## config.mk

```make
export PLATFORM = sky130hd
export DESIGN_NAME = tcs_mul
export DESIGN_NICKNAME = d
export VERILOG_FILES = /design/src/sv/assert_macros.svh /design/src/sv/tcs_pkg.sv /design/src/sv/tcs_mul.sv
export SDC_FILE = /design/constraint.sdc
export NUM_CORES = 2
export LEC_CHECK = 0
export BUFFER_PORTS_ARGS = -buffer_cell sky130_fd_sc_hd__buf_4
export CAP_MARGIN = 20
export CORE_ASPECT_RATIO = 0.8
export CORE_MARGIN = 2
export CORE_UTILIZATION = 40
export CTS_BUF_LIST = sky130_fd_sc_hd__clkbuf_2 sky130_fd_sc_hd__clkbuf_4 sky130_fd_sc_hd__clkbuf_8
export CTS_CLUSTER_SIZE = 8
export DETAILED_ROUTE_END_ITERATION = 8
export SYNTH_ARGS = -nofsm -noshare
export SYNTH_HDL_FRONTEND = slang
export SYNTH_SLANG_ARGS = --single-unit
```

## constraint.sdc

```tcl
create_clock -name clk -period 13.5 [get_ports clk]
set_input_delay 2.025 -clock clk [delete_from_list [all_inputs] [get_ports clk]]
set_output_delay 2.025 -clock clk [all_outputs]
set_load 0.005 [all_outputs]
```

## src/sv/assert_macros.svh

```systemverilog
// Assertion macros shared by the solver RTL.
`ifndef ASSERT_MACROS_SVH
`define ASSERT_MACROS_SVH
// Same-cycle implication, checked while out of reset.
`define TCS_ASSERT_NOW(lbl, clk, rst_n, ante, cons, msg) \
  lbl: assert property (@(posedge clk) disable iff (!rst_n) (ante) |-> (cons)) \
    else $error(msg);
// Next-cycle implication, checked while out of reset.
`define TCS_ASSERT_NEXT(lbl, clk, rst_n, ante, cons, msg) \
  lbl: assert property (@(posedge clk) disable iff (!rst_n) (ante) |=> (cons)) \
    else $error(msg);
`endif

```

## src/sv/tcs_pkg.sv

```systemverilog
// Shared types and saturating helpers for the tridiagonal solver.
package tcs_pkg;

  localparam int unsigned Q_W = 32;
  localparam logic signed [Q_W-1:0] Q_MAX = 32'sh7FFF_FFFF;
  localparam logic signed [Q_W-1:0] Q_MIN = 32'sh8000_0000;

  typedef enum logic [3:0] {
    S_IDLE, S_FDIV, S_MUL_FF, S_MUL_FY, S_SUBN, S_PIV, S_SQRT, S_YDIV,
    S_BINIT, S_BRD, S_BMUL, S_BSUB, S_BDIV, S_BOUT
  } state_t;

  // Exact subtraction saturated back to 32 bits.
  function automatic logic signed [Q_W-1:0] sat_sub(input logic signed [Q_W-1:0] a,
                                                   input logic signed [Q_W-1:0] b);
    logic signed [Q_W:0] d;
    d = {a[Q_W-1], a} - {b[Q_W-1], b};
    if (d[Q_W] != d[Q_W-1]) begin
      return d[Q_W] ? Q_MIN : Q_MAX;
    end
    return d[Q_W-1:0];
  endfunction

endpackage

```

## src/sv/tcs_mul.sv

```systemverilog
// Fixed-point multiplier with a registered magnitude product and saturation.
module tcs_mul #(
  parameter int FRAC_BITS = 16
) (
  input  logic                                clk,
  input  logic signed [tcs_pkg::Q_W-1:0]      a,
  input  logic signed [tcs_pkg::Q_W-1:0]      b,
  output logic signed [tcs_pkg::Q_W-1:0]      p
);
  import tcs_pkg::*;

  logic [Q_W-1:0]   ma, mb;
  logic [2*Q_W-1:0] prod_r;
  logic             neg_r;
  logic [2*Q_W-1:0] sh;

  // Magnitudes go through the multiplier; the sign is kept aside.
  assign ma = a[Q_W-1] ? Q_W'(-a) : Q_W'(a);
  assign mb = b[Q_W-1] ? Q_W'(-b) : Q_W'(b);

  always_ff @(posedge clk) begin
    prod_r <= ma * mb;
    neg_r  <= a[Q_W-1] ^ b[Q_W-1];
  end

  // Truncate toward zero, then saturate.
  always_comb begin
    sh = prod_r >> FRAC_BITS;
    if (sh >= (2*Q_W)'(64'h8000_0000)) begin
      p = neg_r ? Q_MIN : Q_MAX;
    end else if (neg_r) begin
      p = -$signed(sh[Q_W-1:0]);
    end else begin
      p = $signed(sh[Q_W-1:0]);
    end
  end

endmodule

```

==> flow_metrics.py <==
metrics = {
    "floorplan": {
        "die_y_um": 270,
        "boundaryPins": 97,
        "dieArea_um2": 90900,
        "die_x_um": 337,
        "num_rows": 97,
        "core_um2": 87600,
        "start_util_pct": 40.4,
    },
    "place": {
        "post_dp_cell_area_um2": 38200,
        "place.port_buffers": 96,
        "dp.cells": 5340,
        "hpwl_um": 101000,
        "gp_congestion": 0.967,
    },
    "worst_hold_path": {
        "hp-class": "in2reg",
        "hp-start": "b[31]",
    },
    "critical_path": {
        "worstSetupEndpointType": "flip-flop",
        "required_ps": 13740,
        "crit_path_start": "a[4]",
        "crit_top_cell": "fa_1",
        "slowest_delay_ps": 890,
        "cp_slowest_cell": "xor2_2",
        "worstSetupPathType": "in2reg",
        "arrival_ps": 12740,
        "start_kind": "input pin",
        "critPathMaxFanout": 12,
    },
    "detailed_routing": {
        "routedWlPerCell_um": 22.2,
        "via_count": 28400,
        "drt_drc_violations_left": 0,
        "totalWireLength_um": 119000,
        "drtIter0Drc": 2516,
        "viasPerCell": 5.31,
        "dr.pass1.iters": 6,
        "ant_nets": 0,
    },
    "sta": {
        "setup_viol": 0,
        "fin_tns_setup_ps": 0,
        "slew_violations": 0,
        "finalHoldViolations": 0,
        "fmax_mhz": 80.0,
        "timing.slew.headroom_pct": 16.7,
        "worst_pin_slew_ps": 1240,
        "rsz0062_at_grt": "false",
        "post-route-period-util_pct": 92.6,
        "hold_ws_ps": 2320,
        "fin_crit_ps": 12500,
    },
    "clock_tree": {
        "cts.reportedPaths.clkPinSlew_ps": 90,
        "cts_buffers": 5,
        "cts.sinks": 49,
        "cts_tree": "built",
        "clock_path_buffers": 2,
        "post_cts_resized": 0,
        "cts_root_buf": "clkbuf_8",
        "post_cts_buffers": 0,
        "cts_hold_buf": 0,
        "htree_levels": 2,
    },
    "grt": {
        "first_global_vias": 29300,
        "use_met3_pct": 8.39,
        "use_met2_pct": 39.1,
        "grt_pass1_wl_um": 181000,
        "grt_usage_pct": 26.7,
        "top_usage_layer": "met2",
        "grt_max_degree": 40,
        "grt_overflow_total": 0,
        "grt_antenna_before_repair": 6,
        "use_met1_pct": 37.7,
    },
    "synth": {
        "syn_area_um2": 35400,
        "yosysWarnings": 0,
        "syn_nets": 5359,
        "synth_edf_count": 0,
        "seq_area_frac_synth_pct": 2.77,
        "postSynthAreaPerCell_um2": 8.56,
        "synthArstFlopShare_pct": 0,
        "synth_top_flop_cell": "dfxtp_1",
        "synth_cells": 4136,
        "synth_seq_cells": 49,
        "synth_cell_types": 71,
    },
    "finish": {
        "final_common_cell": "inv_1",
        "nets": 5383,
        "layout-drive-gt1-share_pct": 7.26,
        "final_cell_mix": "900 x inv_1, 895 x fa_1, 629 x nor2_1",
        "area_growth_pct": 8.35,
        "postLayoutCellArea_um2": 38400,
        "fillCellCount": 8841,
        "layout.cells.non_filler": 5350,
    },
    "run_status": {
        "status": "finished, final reports clean",
    },
    "job": {
        "maxCapViolCount": 0,
    },
}
-- Yosys cell counts (all sizes together) (34+ instances only) --
master / instances / area, µm²
or3: 34 / 218
nor3: 36 / 180
o21ai: 64 / 320
a21o: 46 / 345
inv: 900 / 3380
nor2: 629 / 2360
clkbuf: 179 / 672
fa: 895 / 17900
xnor2: 89 / 802
xor2: 75 / 672
nand2: 532 / 2000
ha: 263 / 3290
a21oi: 96 / 480
dfxtp: 49 / 981
-- per-layer routing --
layer  part of all wire, %  routed length [µm]
met4                   3.6                4240
met1                    41               49000
met3                    12               14800
met5                 0.010                  12
met2                    43               50500
-- logic make-up after synthesis --
group | synth area share, %
adder cells (fa/ha/maj) | 59.9
XOR/XNOR | 4.16
buffers and inverters | 11.7
flip-flops | 2.77
AO/OA/AOI/OAI | 5.87
AND/OR/NAND/NOR | 15.5
multiplexers | 0.141
-- worst max-delay path, delay by kind of cell --
kind / cells / cell delay, ps
fa+ha+maj: 9 / 4480
simple gates: 9 / 2690
compound gates: 5 / 2120
xor+xnor: 2 / 1040
buf+inv: 5 / 360
-- per-stage QoR --
step / setup WS [ps] / util, %
5_1_grt: 630 / 43.8
3_5_place_dp: 1010 / 43.6
6_report: 1000 / 43.8
4_1_cts: 1300 / 43.8
3_3_place_gp: 1030 / 43.6
2_1_floorplan: 2090 / -
-- path summary, 6_finish.rpt --
kind	endpoint	slack (ps)	cells after the start
setup / recovery	prod_r[63]	1000	30
hold / removal	neg_r	2320	2
-- final cells by class --
| type | instances | area, µm² | share of cell area (%) |
|---|---|---|---|
| clock buffers | 6 | 82.6 | 0.215 |
| clock inverters | 2 | 37.5 | 0.0978 |
| inverters | 901 | 3380 | 8.81 |
| well taps | 1188 | 1490 | 3.87 |
| repair buffers | 214 | 1610 | 4.20 |
| multi-input cells | 2989 | 30800 | 80.2 |
| diodes | 1 | 2.50 | 0.00652 |
| flip-flops and latches | 49 | 981 | 2.56 |
-- flip-flops by register name, indices dropped and copies added, names as in the netlist --
register,count
prod_r,48
neg_r,1
Power is left out: the tool's default activity adds up to more than one toggle a clock period on the data nets, which glitch-free logic cannot reach.
