### src/sv/assert_macros.svh
// Assertion macros shared by the solver RTL.
`ifndef ASSERT_MACROS_SVH
`define ASSERT_MACROS_SVH
// Same-cycle implication, checked while out of reset.
`define TCS_ASSERT_NOW(lbl, clk, rst_n, ante, cons, msg) \
  lbl: assert property (@(posedge clk) disable iff (!rst_n) (ante) |-> (cons)) \
    else $error(msg);
// Next-cycle implication, checked while out of reset.
`define TCS_ASSERT_NEXT(lbl, clk, rst_n, ante, cons, msg) \
  lbl: assert property (@(posedge clk) disable iff (!rst_n) (ante) |=> (cons)) \
    else $error(msg);
`endif

### src/sv/tcs_pkg.sv
// Shared types and saturating helpers for the tridiagonal solver.
package tcs_pkg;

  localparam int unsigned Q_W = 32;
  localparam logic signed [Q_W-1:0] Q_MAX = 32'sh7FFF_FFFF;
  localparam logic signed [Q_W-1:0] Q_MIN = 32'sh8000_0000;

  typedef enum logic [3:0] {
    S_IDLE, S_FDIV, S_MUL_FF, S_MUL_FY, S_SUBN, S_PIV, S_SQRT, S_YDIV,
    S_BINIT, S_BRD, S_BMUL, S_BSUB, S_BDIV, S_BOUT
  } state_t;

  // Exact subtraction saturated back to 32 bits.
  function automatic logic signed [Q_W-1:0] sat_sub(input logic signed [Q_W-1:0] a,
                                                   input logic signed [Q_W-1:0] b);
    logic signed [Q_W:0] d;
    d = {a[Q_W-1], a} - {b[Q_W-1], b};
    if (d[Q_W] != d[Q_W-1]) begin
      return d[Q_W] ? Q_MIN : Q_MAX;
    end
    return d[Q_W-1:0];
  endfunction

endpackage

### src/sv/tcs_sqrt.sv
// Iterative integer square root, two radicand bits per cycle.
module tcs_sqrt #(
  parameter int FRAC_BITS = 16
) (
  input  logic                           clk,
  input  logic                           rst_n,
  input  logic                           start,
  input  logic [tcs_pkg::Q_W-2:0]        s,
  output logic                           done,
  output logic [tcs_pkg::Q_W-2:0]        root
);
  import tcs_pkg::*;

  localparam int XW = Q_W - 1 + FRAC_BITS;
  localparam int SW = XW + (XW % 2);
  localparam int RW = SW / 2;
  localparam int CW = $clog2(RW + 1);

  logic [SW-1:0]   x_r;
  logic [RW-1:0]   root_r;
  logic [RW+1:0]   rem_r;
  logic [CW-1:0]   cnt_r;
  logic            busy_r, done_r;
  logic [RW+3:0]   cand, trial;
  logic            ge;

  assign cand  = {rem_r, x_r[SW-1:SW-2]};
  assign trial = (RW+4)'({root_r, 2'b01});
  assign ge    = cand >= trial;

  always_ff @(posedge clk) begin
    if (!rst_n) begin
      busy_r <= 1'b0;
      done_r <= 1'b0;
      cnt_r  <= '0;
    end else begin
      done_r <= 1'b0;
      if (start) begin
        busy_r <= 1'b1;
        cnt_r  <= CW'(RW);
      end else if (busy_r) begin
        cnt_r <= cnt_r - 1'b1;
        if (cnt_r == CW'(1)) begin
          busy_r <= 1'b0;
          done_r <= 1'b1;
        end
      end
    end
  end

  // One root bit per step from the next pair of radicand bits.
  always_ff @(posedge clk) begin
    if (start) begin
      x_r    <= SW'({s, FRAC_BITS'(0)});
      root_r <= '0;
      rem_r  <= '0;
    end else if (busy_r) begin
      x_r    <= {x_r[SW-3:0], 2'b00};
      rem_r  <= ge ? (RW+2)'(cand - trial) : (RW+2)'(cand);
      root_r <= {root_r[RW-2:0], ge};
    end
  end

  assign done = done_r;
  assign root = (Q_W-1)'(root_r);

endmodule

### config.mk
export PLATFORM = sky130hd
export DESIGN_NAME = tcs_sqrt
export DESIGN_NICKNAME = d
export VERILOG_FILES = /design/src/sv/assert_macros.svh /design/src/sv/tcs_pkg.sv /design/src/sv/tcs_sqrt.sv
export SDC_FILE = /design/constraint.sdc
export NUM_CORES = 1
export LEC_CHECK = 0
export BUFFER_PORTS_ARGS = -buffer_cell sky130_fd_sc_hd__buf_2
export CELL_PAD_IN_SITES_DETAIL_PLACEMENT = 0
export CELL_PAD_IN_SITES_GLOBAL_PLACEMENT = 2
export CORE_ASPECT_RATIO = 0.75
export CORE_MARGIN = 2
export CORE_UTILIZATION = 34
export DETAILED_ROUTE_END_ITERATION = 7
export GPL_TIMING_DRIVEN = 0
export PLACE_DENSITY = 0.79
export SETUP_SLACK_MARGIN = 0.3
export SLEW_MARGIN = 20
export SYNTH_ARGS = -nofsm -noshare
export SYNTH_HDL_FRONTEND = slang
export SYNTH_SLANG_ARGS = --single-unit
export TNS_END_PERCENT = 10
### constraint.sdc
create_clock -name clk -period 2.3 [get_ports clk]
set_clock_uncertainty 0.1 [all_clocks]
set_input_delay 0.345 -clock clk [delete_from_list [all_inputs] [get_ports clk]]
set_output_delay 0.345 -clock clk [all_outputs]
set_load 0.005 [all_outputs]
==> results.toml <==
[cts]
cts_sinks = 89
clock_path_buffers = 2
cts-root-buf = "clkbuf_16"
cts_max_level = 3
path_clk_slew_ps = 70
numCtsBuffers = 9
insertion_delay_ps = 350
cts_tree = "done"

[logic_synthesis]
async_flop_share_pct = 0
ys_ff_latch = 89
syn_area_mm2 = 0.00526
synthFlopType = "dfxtp_1"
synth_area_per_cell_um2 = 9.85
synth_edf_count = 31
ys_warn_count = 0
yosysTopAreaCellShare_pct = 22.1
yosysSeqAreaShare_pct = 39.8
synthTopCellsByArea = "dfxtp_1, edfxtp_1, mux2i_1"
yosys.area.top_type = "dfxtp_1"
synth.distinct_cells = 67
syn_inst = 534

[grt]
grt_overflow = 0
grt_usage_pct = 16.6
grt_max_degree = 33
grt_pass1_vias = 4155
grt_pass1_wl_um = 21500
antenna_found_initial = 0

[floorplanning]
die_y_um = 112
die-area_mm2 = 0.0165
io_pins = 66
floorplan.initialDensity_pct = 34.7
placementRows = 39
core-area_mm2 = 0.0152
die_width_um = 148

[critical_path]
crit_type = "reg2reg"
critPathRequiredTime_ps = 2470
endpoint_kind = "register"
ff2ff_path_depth = 12
crit_fanout = 5
r2r-start = "root_r[5]$_SDFFE_PP0P_"
cp-start-kind = "register"
r2r_setup_slack_ps = -330
cp.arrival_ps = 2800
reg2reg_to = "rem_r[13]$_SDFFE_PP0P_"

[sta]
setup_ws_ps = -331
setup_viol = 26
hold_violations = 0
rsz0062_at_grt = "yes"
finalMaxSlewViolations = 0
post-route-min-period_ps = 2630
fmax_ghz = 0.380
period_share_pct = 114
slew_headroom_pct = 45.7
tightest_slew_ps = 815

[final_layout]
layout.nets = 694
area_growth_pct = 30.1
layout-drive-gt1-share_pct = 37.7
utilization_pct = 45.1
n_antenna_cell = 0
final_common_cell = "nor2_1"
layout.cells.most_common_list = "nor2_1, buf_2, mux2i_1"

[power_and_ir_drop]
p_seq_share_pct = 28.3
comb_power_share_pct = 47.8
leakagePower_nw = 2.78
pwr_density_cell_mw_per_mm2 = 996
p_switching_mw = 2.40
p_total_mw = 6.82
switching_share_pct = 35.1
internal-power_mw = 4.43
p_clk_share_pct = 23.9
ir_drop_uv = 393

[job]
max_cap_viol_count = 0

[routing]
drtIter0Drc = 144
vias_per_cell = 4.93
first_pass_iters = 6
via_count = 4148
ant_nets = 0
routedWlPerCell_um = 15.7
remaining_drc_errors = 0
wl_um = 13200

[outcome]
outcome = "finished with violations"
violations = "negative setup slack"

[placed_design]
io_buffer_count = 57
routabilityCongestion = 0.820
place_hpwl_um = 9630

[worst_hold_path]
hp-class = "in2reg"
min_from = "s[0]"
min_path_cells = 2
min_to = "x_r[16]$_SDFFCE_PN0P_"
cells by family (layout without fill, tap and decap cells):
kind of cell               after synthesis  after routing  synth area share, %
DFF                                     89             89                 39.8
and+or+nand+nor                        134            134                 11.9
muxes                                   73             73                 14.6
adders and majority gates               28             28                 6.66
xor gates and xnor gates                24             24                 3.99
other                                    1              7               0.0713
AOI/OAI and AO/OA                      111            111                 16.0
buffers and inverters                   74            171                 7.13
critical path, stage by stage, from the launching register on:
cell,delay [ps]
dfxtp_2,340
inv_1,60
ha_4,240
a2111o_1,450
o21ai_4,100
a2111oi_4,80
nor3_4,160
o21ai_2,100
a31o_1,210
buf_6,150
buf_12,140
mux2i_4,180
a211oi_2,210
through the flow:
stage / worst slack (ps) / instances / hold slack, ps / setup TNS, ps / instance area [um^2]
2_1_floorplan: -176 / 540 / 357 / -3450 / 5370
3_3_place_gp: -630 / 802 / 387 / -21350 / 5910
3_5_place_dp: -643 / 802 / 384 / -14810 / 5910
4_1_cts: -420 / 835 / 158 / -8550 / 6620
5_1_grt: -455 / 842 / 161 / -10100 / 6850
6_report: -331 / 842 / 173 / -6630 / 6850
how the worst max path moves through the flow:
stage	slack (ps)	to	start	cells past startpoint
after global routing	-450	rem_r[13]$_SDFFE_PP0P_	root_r[16]$_SDFFE_PP0P_	13
after detailed placement	-640	rem_r[14]$_SDFFE_PP0P_	root_r[9]$_SDFFE_PP0P_	12
after floorplan	-180	rem_r[7]$_SDFFE_PP0P_	root_r[11]$_SDFFE_PP0P_	13
final	-330	rem_r[13]$_SDFFE_PP0P_	root_r[5]$_SDFFE_PP0P_	12
after global placement	-630	rem_r[13]$_SDFFE_PP0P_	root_r[9]$_SDFFE_PP0P_	12
after CTS	-420	rem_r[14]$_SDFFE_PP0P_	rem_r[11]$_SDFFE_PP0P_	12
cell usage after synthesis, types with 4 or more instances:
master / n
a211oi_1: 21
a21o_1: 7
a21oi_1: 25
a311oi_1: 4
and3_1: 4
buf_1: 4
buf_2: 5
buf_4: 9
clkbuf_1: 12
dfxtp_1: 58
edfxtp_1: 31
ha_1: 28
inv_1: 37
mux2_2: 29
mux2i_1: 44
nand2_1: 26
nand3_1: 7
nand4_1: 4
nor2_1: 66
nor2b_1: 4
nor3_1: 4
o21a_1: 4
o21ai_0: 7
xnor2_1: 17
xor2_1: 7
state kept, by name, indices dropped and copies added, names as in the netlist:
register  flops
done          1
cnt_r         5
rem_r        26
busy_r        1
root_r       24
x_r          32
power by group through the flow:
| stage | Sequential [mW] | Clock (mW) | Combinational, mW |
|---|---|---|---|
| final | 1.93 | 1.63 | 3.26 |
| after detailed placement | 1.94 | 0 | 2.58 |
| after CTS | 1.92 | 1.69 | 3.02 |
| after floorplan | 1.90 | 0 | 2.06 |
| after global placement | 1.94 | 0 | 2.54 |
| after global routing | 1.95 | 1.76 | 3.52 |
metal layers:
layer  vias to the layer above  track usage [%]  wire length (um)
li1                       2100                -                 -
met1                      1981             23.6              6850
met2                        60             25.4              5790
met3                         7             4.39               504
met4                         0             3.40                68
met5                         -                0                 0
timing repair:
item                                    in CTS  in global routing
gates cloned                                 1                  0
setup buffers                               16                  7
pin swaps                                   22                 25
resized for setup                           56                 40
endpoints found under the setup margin      27                 27
hold buffers                                 0                  0
cell type report:
| type | instances | area, um^2 |
|---|---|---|
| Tap cell | 205 | 256 |
| Clock buffer | 10 | 229 |
| Buffer | 36 | 256 |
| Fill cell | 1477 | 8330 |
| Clock inverter | 6 | 97.6 |
| Timing Repair Buffer | 81 | 498 |
| Multi-Input combinational cell | 377 | 3230 |
| Inverter | 38 | 145 |
| Sequential cell | 89 | 2130 |
No activity file was read; power rests on OpenSTA's default activity.
