`config.mk`:
```
export PLATFORM = sky130hd
export DESIGN_NAME = tcs_div
export DESIGN_NICKNAME = d
export VERILOG_FILES = /design/src/sv/assert_macros.svh /design/src/sv/tcs_pkg.sv /design/src/sv/tcs_div.sv
export SDC_FILE = /design/constraint.sdc
export NUM_CORES = 1
export LEC_CHECK = 0
export BUFFER_PORTS_ARGS = -buffer_cell sky130_fd_sc_hd__clkbuf_2
export CAP_MARGIN = 20
export CORE_MARGIN = 2
export CORE_UTILIZATION = 50
export DETAILED_ROUTE_END_ITERATION = 16
export PLACE_DENSITY = 0.76
export SYNTH_ARGS = -nofsm -noshare
export SYNTH_HDL_FRONTEND = slang
export SYNTH_SLANG_ARGS = --single-unit
```
`constraint.sdc`:
```
create_clock -name clk -period 10.36 [get_ports clk]
set_clock_uncertainty 0.1 [all_clocks]
set_input_delay 2.072 -clock clk [delete_from_list [all_inputs] [get_ports clk]]
set_output_delay 2.072 -clock clk [all_outputs]
set_load 0.01 [all_outputs]
```
`src/sv/assert_macros.svh`:
```
// Assertion macros shared by the solver RTL.
`ifndef ASSERT_MACROS_SVH
`define ASSERT_MACROS_SVH
// Same-cycle implication, checked while out of reset.
`define TCS_ASSERT_NOW(lbl, clk, rst_n, ante, cons, msg) \
  lbl: assert property (@(posedge clk) disable iff (!rst_n) (ante) |-> (cons)) \
    else $error(msg);
// Next-cycle implication, checked while out of reset.
`define TCS_ASSERT_NEXT(lbl, clk, rst_n, ante, cons, msg) \
  lbl: assert property (@(posedge clk) disable iff (!rst_n) (ante) |=> (cons)) \
    else $error(msg);
`endif

```
`src/sv/tcs_pkg.sv`:
```
// Shared types and saturating helpers for the tridiagonal solver.
package tcs_pkg;

  localparam int unsigned Q_W = 32;
  localparam logic signed [Q_W-1:0] Q_MAX = 32'sh7FFF_FFFF;
  localparam logic signed [Q_W-1:0] Q_MIN = 32'sh8000_0000;

  typedef enum logic [3:0] {
    S_IDLE, S_FDIV, S_MUL_FF, S_MUL_FY, S_SUBN, S_PIV, S_SQRT, S_YDIV,
    S_BINIT, S_BRD, S_BMUL, S_BSUB, S_BDIV, S_BOUT
  } state_t;

  // Exact subtraction saturated back to 32 bits.
  function automatic logic signed [Q_W-1:0] sat_sub(input logic signed [Q_W-1:0] a,
                                                   input logic signed [Q_W-1:0] b);
    logic signed [Q_W:0] d;
    d = {a[Q_W-1], a} - {b[Q_W-1], b};
    if (d[Q_W] != d[Q_W-1]) begin
      return d[Q_W] ? Q_MIN : Q_MAX;
    end
    return d[Q_W-1:0];
  endfunction

endpackage

```
`src/sv/tcs_div.sv`:
```
// Iterative restoring divider, one quotient bit per cycle, saturating result.
module tcs_div #(
  parameter int FRAC_BITS = 16
) (
  input  logic                           clk,
  input  logic                           rst_n,
  input  logic                           start,
  input  logic signed [tcs_pkg::Q_W-1:0] a,
  input  logic signed [tcs_pkg::Q_W-1:0] b,
  output logic                           done,
  output logic signed [tcs_pkg::Q_W-1:0] q
);
  import tcs_pkg::*;

  localparam int DW = Q_W + FRAC_BITS;
  localparam int CW = $clog2(DW + 1);

  logic [DW-1:0]  dq_r;
  logic [Q_W:0]   rem_r;
  logic [Q_W-1:0] mb_r;
  logic           neg_r, busy_r, done_r, az_r, apos_r;
  logic [CW-1:0]  cnt_r;
  logic [Q_W:0]   shifted;
  logic           ge;
  logic [Q_W-1:0] ma;

  assign ma      = a[Q_W-1] ? Q_W'(-a) : Q_W'(a);
  assign shifted = {rem_r[Q_W-1:0], dq_r[DW-1]};
  assign ge      = shifted >= {1'b0, mb_r};

  // Control: the start pulse loads the counter with DW; the run ends, and done pulses, when it runs out.
  always_ff @(posedge clk) begin
    if (!rst_n) begin
      busy_r <= 1'b0;
      done_r <= 1'b0;
      cnt_r  <= '0;
    end else begin
      done_r <= 1'b0;
      if (start) begin
        busy_r <= 1'b1;
        cnt_r  <= CW'(DW);
      end else if (busy_r) begin
        cnt_r <= cnt_r - 1'b1;
        if (cnt_r == CW'(1)) begin
          busy_r <= 1'b0;
          done_r <= 1'b1;
        end
      end
    end
  end

  // Datapath: dividend bits shift out as quotient bits shift in.
  always_ff @(posedge clk) begin
    if (start) begin
      dq_r   <= {ma, FRAC_BITS'(0)};
      rem_r  <= '0;
      mb_r   <= b[Q_W-1] ? Q_W'(-b) : Q_W'(b);
      neg_r  <= a[Q_W-1] ^ b[Q_W-1];
      az_r   <= (a == '0);
      apos_r <= ~a[Q_W-1];
    end else if (busy_r) begin
      rem_r <= ge ? shifted - {1'b0, mb_r} : shifted;
      dq_r  <= {dq_r[DW-2:0], ge};
    end
  end

  // Division by zero and overflow saturate.
  always_comb begin
    if (mb_r == '0) begin
      q = az_r ? '0 : (apos_r ? Q_MAX : Q_MIN);
    end else if (dq_r >= DW'(64'h8000_0000)) begin
      q = neg_r ? Q_MIN : Q_MAX;
    end else if (neg_r) begin
      q = -$signed(dq_r[Q_W-1:0]);
    end else begin
      q = $signed(dq_r[Q_W-1:0]);
    end
  end

  assign done = done_r;

endmodule

```
==> summary.txt, run 1 <==
Detailed routing
  • Routed Antenna Nets: 0
  • Routed WL: approximately 22,000 um
  • 1st-iter DRT viols: a little under 700
  • Iteration count of the initial detailed-routing pass: 5
  • Vias/cell: 5.95
  • DRC: 0
  • Vias: approximately 8,100
  • Wire length per cell: between 15 and 20 um

Worst setup path
  • CP endpoint kind: primary output
  • Reg2Reg Depth: 11
  • Crit Path Class: flip-flop to primary output
  • Crit-path cells: inv_1 -> ha_1 -> nor3b_1 -> nand4_1 -> nor4_1 -> nand2b_1 -> or4_1 -> o21ai_0 -> a221oi_1 -> o21ai_0 -> clkbuf_2
  • Worst path max stage delay: ~0.52 ns
  • Most frequent CP cell: o21ai_0
  • Crit path DAT: roughly 3.5 ns
  • Crit path max-delay family: simple AND/OR/NAND/NOR gates
  • CP required: between 8 and 9 ns
  • Crit path launch type: flip-flop
  • Critical path buffers and inverters: 2
  • CP max-delay cell: nor4_1
  • Worst-path fanout max: 7
  • Worst path depth: 11

Run status
  • Status: complete, no violations

Synthesis
  • Synth cell types: 63
  • Largest family of logic cells by synthesized area: compound AO/OA/AOI/OAI gates
  • Share of flip-flops with an asynchronous set or reset: 0%
  • Post-Syn Instances: roughly 1,100
  • Synth Area in Simple Gates: between 10% and 20%
  • Mapped Nets: approximately 1,200
  • Synthesis Warnings: 0
  • Synthesized area: between 0.009 and 0.01 mm2
  • Multiplexer share of the synthesized area: roughly 4.4%
  • Sequential fraction of the synthesis area: 34.5%
  • Number of synthesized flops with an enable pin: 67
  • Post-synthesis xor/xnor area fraction: 8.97%
  • Compound-cell area share of the yosys netlist: 22.1%
  • Post-Syn Area per Cell: approximately 8.6 um2
  • Yosys reg bits: between 100 and 150
  • Main synth FF type: edfxtp_1
  • Synth Area in Adders: under 10%

Finish
  • Finished Cell Area: about 0.010 mm2
  • Number of fill cells in the layout: 1,576
  • Layout area overhead: 12.8%
  • Number of diodes: 0
  • Multi-input logic area: 0.00552 mm2
  • Sequential cell area: 0.00313 mm2
  • NumNets Final: between 1,000 and 1,500
  • Cell Count, Final, Fillers Out: 1,363
  • Share of post-route cells with drive strength above 1: between 10% and 20%

GRT
  • First-pass GRT wire length: 35,900 um
  • Vias in the first global route: ~7,300
  • Initial antenna violation count: 0
  • Largest net degree at the start of global routing: 64
  • Total congestion overflow: 0
  • GR Util All Layers: about 22%

Floorplanning
  • Initial core utilization: around 51%
  • Die area: just under 0.02 mm2
  • Core area: 0.0179 mm2
  • Die width: about 140 um
  • FP Rows: slightly below 50
  • Die height: about 140 um
  • Io pins: 100

Power and ir drop
  • Leakage: 4.21 nW
  • Gate power share: about 22%
  • Seq pwr share: between 40% and 50%
  • Int Pwr: 1.01 mW
  • Switching pwr: about 0.44 mW
  • Clk pwr share: 37.6%
  • Power per cell area: between 100 and 150 mW/mm2
  • Switching share of power: approximately 30%
  • Worst vdd ir: ~110 uV

Clock tree
  • Hold buffer count at CTS: 0
  • CTS tree: done
  • Clk sinks: 123
  • # Post-CTS Setup Buffers: 0
  • CTS Buf Count: 17
  • Clock latency at the later pin of the worst-skew pair: between 0.4 and 0.5 ns
  • Clock Path Buffers: 2
  • Cts repair resizes: 0
  • Reg clk slew, reported paths: around 0.06 ns
  • Clock Tree Root: clkbuf_16
  • Depth of the CTS H-tree: 4

STA
  • Normalized max-slew margin: ~28%
  • Final Hold Fails: 0
  • Least-Margin Pin Slew: between 1 and 1.5 ns
  • Fin Setup TNS: 0 ns
  • Pins Over Slew Limit: 0
  • Hold WS: 0.393 ns
  • Fin crit period: 5.63 ns
  • Unrepaired setup endpoints after global routing: false
  • Fmax: ~0.18 GHz
  • Final period utilization: between 50% and 60%
  • # setup viols final: 0

Worst hold path
  • Hold Path Depth: 2
  • Hold Path Class: flip-flop to flip-flop

Place
  • Placed cells: 1,331
  • IO Port Bufs: 99
  • Final GP Congestion: about 0.9
  • DP HPWL: around 16,000 um
  • Placed Area: between 0.009 and 0.01 mm2

Flow run
  • Max capacitance violation total: 0
-- cell usage after synthesis, types with 8 or more instances --
master,n,area [um2]
a211oi_1,44,330
a21o_1,10,75.1
a21oi_1,40,200
a22o_1,30,263
clkbuf_1,57,214
dfxtp_1,56,1120
edfxtp_1,67,2010
ha_1,37,463
inv_1,50,188
mux2i_1,37,370
nand2_1,91,342
nand2b_1,18,113
nand3_1,13,65.1
nand4_1,8,50.1
nor2_1,87,327
nor3_1,37,185
nor3b_1,9,67.6
nor4_1,21,131
o21ai_0,92,460
o31ai_1,27,203
o41ai_1,10,87.6
or3_1,11,68.8
or4_1,15,113
xnor2_1,71,622
xor2_1,22,193
-- placed cells by master, fill, tap and decap left out, types with 8 or more instances in the layout --
cell,n
clkbuf_2,98
o21ai_0,92
nand2_1,91
nor2_1,85
xnor2_1,71
edfxtp_1,67
dfxtp_1,55
inv_1,50
a211oi_1,44
a21oi_1,40
nor3_1,37
mux2i_1,37
ha_1,37
a22o_1,30
o31ai_1,27
xor2_1,22
nor4_1,21
nand2b_1,18
clkbuf_16,17
or4_1,15
nand3_1,13
or3_1,11
o41ai_1,10
a21o_1,10
nor3b_1,9
buf_4,9
nand4_1,8
-- per-stage QoR --
| step | util, % | power [mW] | setup WS [ns] |
|---|---|---|---|
| 4_1_cts | 57.1 | 1.45 | 4.38 |
| 6_report | 57.2 | 1.45 | 4.73 |
| 3_3_place_gp | 54.1 | 0.902 | 5.09 |
| 5_1_grt | 57.2 | 1.51 | 4.26 |
| 3_5_place_dp | 54.1 | 0.909 | 4.85 |
| 2_1_floorplan | - | 0.811 | 5.54 |
-- registers in the layout, indices dropped and copies added, names as in the netlist --
name / count
cnt_r: 6
rem_r: 32
done: 1
mb_r: 32
neg_r: 1
busy_r: 1
apos_r: 1
dq_r: 48
az_r: 1
-- worst register-to-register path: stages, from the launching register on --
cell and delay, ns:
edfxtp_1 0.35, inv_1 0.05, ha_1 0.35, a21oi_1 0.26, o21ai_0 0.12, or3_1 0.32, o211ai_1 0.21, a211oi_1 0.14
o31ai_4 0.87, buf_4 0.46, mux2_2 0.38, a211oi_1 0.25
-- cell type report --
cell class	instances	share of cell area, %
sequential	123	30.6
timing repair buffer	108	5.71
multi-input combinational	822	53.9
inverter	50	1.83
clock inverter	13	1.01
clock buffer	18	4.19
tap	229	2.80
-- worst paths after layout --
check                               from                endpoint  slack, ns
setup / recovery    dq_r[0]$_SDFFE_PP0P_                   q[30]       4.73
hold / removal    rem_r[14]$_SDFFE_PP0P_  rem_r[14]$_SDFFE_PP0P_       0.39
setup reg to reg      mb_r[10]$_DFFE_PP_   rem_r[0]$_SDFFE_PP0P_       6.39
hold reg to reg   rem_r[14]$_SDFFE_PP0P_  rem_r[14]$_SDFFE_PP0P_       0.39
-- kinds of logic after synthesis --
| group | Yosys count |
|---|---|
| xor gates and xnor gates | 93 |
| and+or+nand+nor | 354 |
| muxes | 40 |
| adders and majority gates | 38 |
| buffers and inverters | 115 |
| AOI/OAI and AO/OA | 297 |
| DFF | 123 |
-- power groups by stage --
stage	sequential [mW]	combinational [mW]	clock, mW
finish	0.592	0.312	0.545
detailed placement	0.601	0.308	0
global placement	0.598	0.303	0
CTS	0.591	0.310	0.550
global route	0.597	0.345	0.569
floorplan	0.587	0.224	0
-- metal layers --
layer	global-route usage [%]	up-vias	wire (um)
met3	3.59	33	1240
met4	7.18	0	374
li1	-	4050	-
met5	0	-	0
met1	31.0	3776	10300
met2	36.0	250	9950
Power figures use the tool's default switching activity.
==> run 2: changes to the inputs <==
==> constraint.sdc (replaced) <==
create_clock -name clk -period 5.19 [get_ports clk]
set_clock_uncertainty 0.1 [all_clocks]
set_input_delay 1.038 -clock clk [delete_from_list [all_inputs] [get_ports clk]]
set_output_delay 1.038 -clock clk [all_outputs]
set_load 0.01 [all_outputs]
==> summary.txt, run 2 (synthesis results as in run 1) <==
Clock tree
  • CTS Buf Count: 17
  • Clk sinks: ~120
  • Clock Tree Root: clkbuf_16
  • Depth of the CTS H-tree: 4
  • Clock Path Buffers: 2
  • Cts repair resizes: 0
  • # Post-CTS Setup Buffers: 0
  • CTS tree: done
  • Reg clk slew, reported paths: 0.06 ns
  • Clock latency at the later pin of the worst-skew pair: about 0.42 ns
  • Hold buffer count at CTS: 0

Detailed routing
  • DRC: 0
  • Vias: between 8,000 and 9,000
  • Routed WL: 21,700 um
  • Routed Antenna Nets: 0
  • Vias/cell: 5.97
  • Iteration count of the initial detailed-routing pass: 5
  • Wire length per cell: 15.9 um
  • 1st-iter DRT viols: 657

Power and ir drop
  • Power, Total: about 3 mW
  • Worst vdd ir: 247 uV
  • Clk pwr share: between 30% and 40%
  • Seq pwr share: 39.5%
  • Power per cell area: between 200 and 300 mW/mm2
  • Switching share of power: roughly 29%
  • Switching pwr: ~0.86 mW
  • Leakage: about 4.2 nW
  • Int Pwr: approximately 2.1 mW
  • Gate power share: a little over 20%

STA
  • Final period utilization: 90.0%
  • Pins Over Slew Limit: 0
  • Unrepaired setup endpoints after global routing: false
  • Fin crit period: between 4 and 5 ns
  • Fmax: between 0.2 and 0.25 GHz
  • Final Hold Fails: 0
  • Fin Setup TNS: 0 ns
  • Hold WS: between 0.3 and 0.4 ns
  • Normalized max-slew margin: between 30% and 40%
  • Least-Margin Pin Slew: approximately 0.9 ns
  • # setup viols final: 0

GRT
  • Initial antenna violation count: 0
  • Largest net degree at the start of global routing: 64
  • Vias in the first global route: roughly 7,400
  • First-pass GRT wire length: approximately 36,000 um
  • Total congestion overflow: 0
  • GR Util All Layers: 22.6%

Place
  • IO Port Bufs: 99
  • DP HPWL: ~15,000 um
  • Final GP Congestion: between 0.9 and 1

Worst setup path
  • Reg2reg start: mb_r[22]$_DFFE_PP_
  • Worst-path fanout max: 7
  • CP required: just over 4 ns
  • Reg2Reg Setup Slack: around 2 ns
  • Worst reg2reg endpoint: rem_r[27]$_SDFFE_PP0P_
  • Crit path DAT: 3.54 ns
  • Crit Path Class: flip-flop to primary output
  • Crit path launch type: flip-flop
  • CP endpoint kind: primary output
  • Reg2Reg Depth: 10

Floorplanning
  • Core area: between 0.015 and 0.02 mm2
  • Io pins: 100
  • Die height: between 100 and 150 um
  • Die width: about 140 um
  • FP Rows: just under 50
  • Die area: roughly 0.019 mm2
  • Initial core utilization: 50.7%

Finish
  • Share of post-route cells with drive strength above 1: between 10 and 15%
  • NumNets Final: 1,229
  • Largest registers: dq_r (48), mb_r (32), rem_r (32)
  • Most frequent cells in the layout: clkbuf_2, o21ai_0, nand2_1, nor2_1, xnor2_1
  • Most common cell after layout, fill and taps aside: clkbuf_2
  • Max reg flops: 48
  • Layout area overhead: 13.4%
  • Top reg by flops: dq_r
  • Number of diodes: 0

Worst hold path
  • Worst Hold Launch: rem_r[1]$_SDFFE_PP0P_
  • Hold Path Depth: 2
  • Hold Path Class: flip-flop to flip-flop
  • Min-Delay Endpoint: rem_r[1]$_SDFFE_PP0P_

Flow run
  • Max capacitance violation total: 0

Run status
  • Status: complete, no violations
==> run 2: per-stage QoR <==
stage          utilization, %  worst slack, ns  instances  area (um2)
2_1_floorplan               -             1.41       1060        9080
3_3_place_gp             54.2             1.10       1334        9710
3_5_place_dp             54.2             1.00       1334        9710
4_1_cts                  57.6            0.534       1366       10300
5_1_grt                  57.6            0.128       1366       10300
6_report                 57.6            0.517       1366       10300
==> run 2: worst max-delay path by stage <==
stage / from / end / slack [ns] / cells past startpoint
detailed placement: dq_r[0]$_SDFFE_PP0P_ / q[30] / 1.00 / 11
finish: dq_r[0]$_SDFFE_PP0P_ / q[30] / 0.52 / 11
floorplan: dq_r[0]$_SDFFE_PP0P_ / q[30] / 1.41 / 10
CTS: dq_r[0]$_SDFFE_PP0P_ / q[30] / 0.53 / 11
global placement: dq_r[0]$_SDFFE_PP0P_ / q[30] / 1.10 / 11
global route: dq_r[0]$_SDFFE_PP0P_ / q[30] / 0.13 / 11
==> run 2: area by class of cell <==
class                      count  area [um2]
tap                          229         287
clock buffer                  21         450
sequential                   123        3130
inverter                      50         188
clock inverter                11         144
timing repair buffer         110         581
multi-input combinational    822        5520
fill                        1612        7600
==> run 2: worst max-delay path: stages (launching register included) <==
cell and delay [ns]:
dfxtp_1 0.34, inv_1 0.09, ha_1 0.18, nor3b_1 0.42, nand4_1 0.32, nor4_1 0.53
nand2b_1 0.16, or4_1 0.45, o21ai_0 0.17, a221oi_1 0.11, o21ai_0 0.19, clkbuf_2 0.17
==> run 2: metal layers <==
metal	vias up	global-route usage, %	share of wire (%)
met2	280	35.0	45
met5	-	0	0
li1	4076	-	-
met4	0	7.97	1.4
met1	3776	32.3	47
met3	28	3.45	6.0
==> run 2: power groups by stage <==
stage / Combinational (mW) / Clock [mW] / Sequential, mW
final: 0.618 / 1.20 / 1.19
after global placement: 0.599 / 0 / 1.20
after global routing: 0.686 / 1.26 / 1.20
after CTS: 0.615 / 1.22 / 1.19
after floorplan: 0.447 / 0 / 1.17
after detailed placement: 0.609 / 0 / 1.20
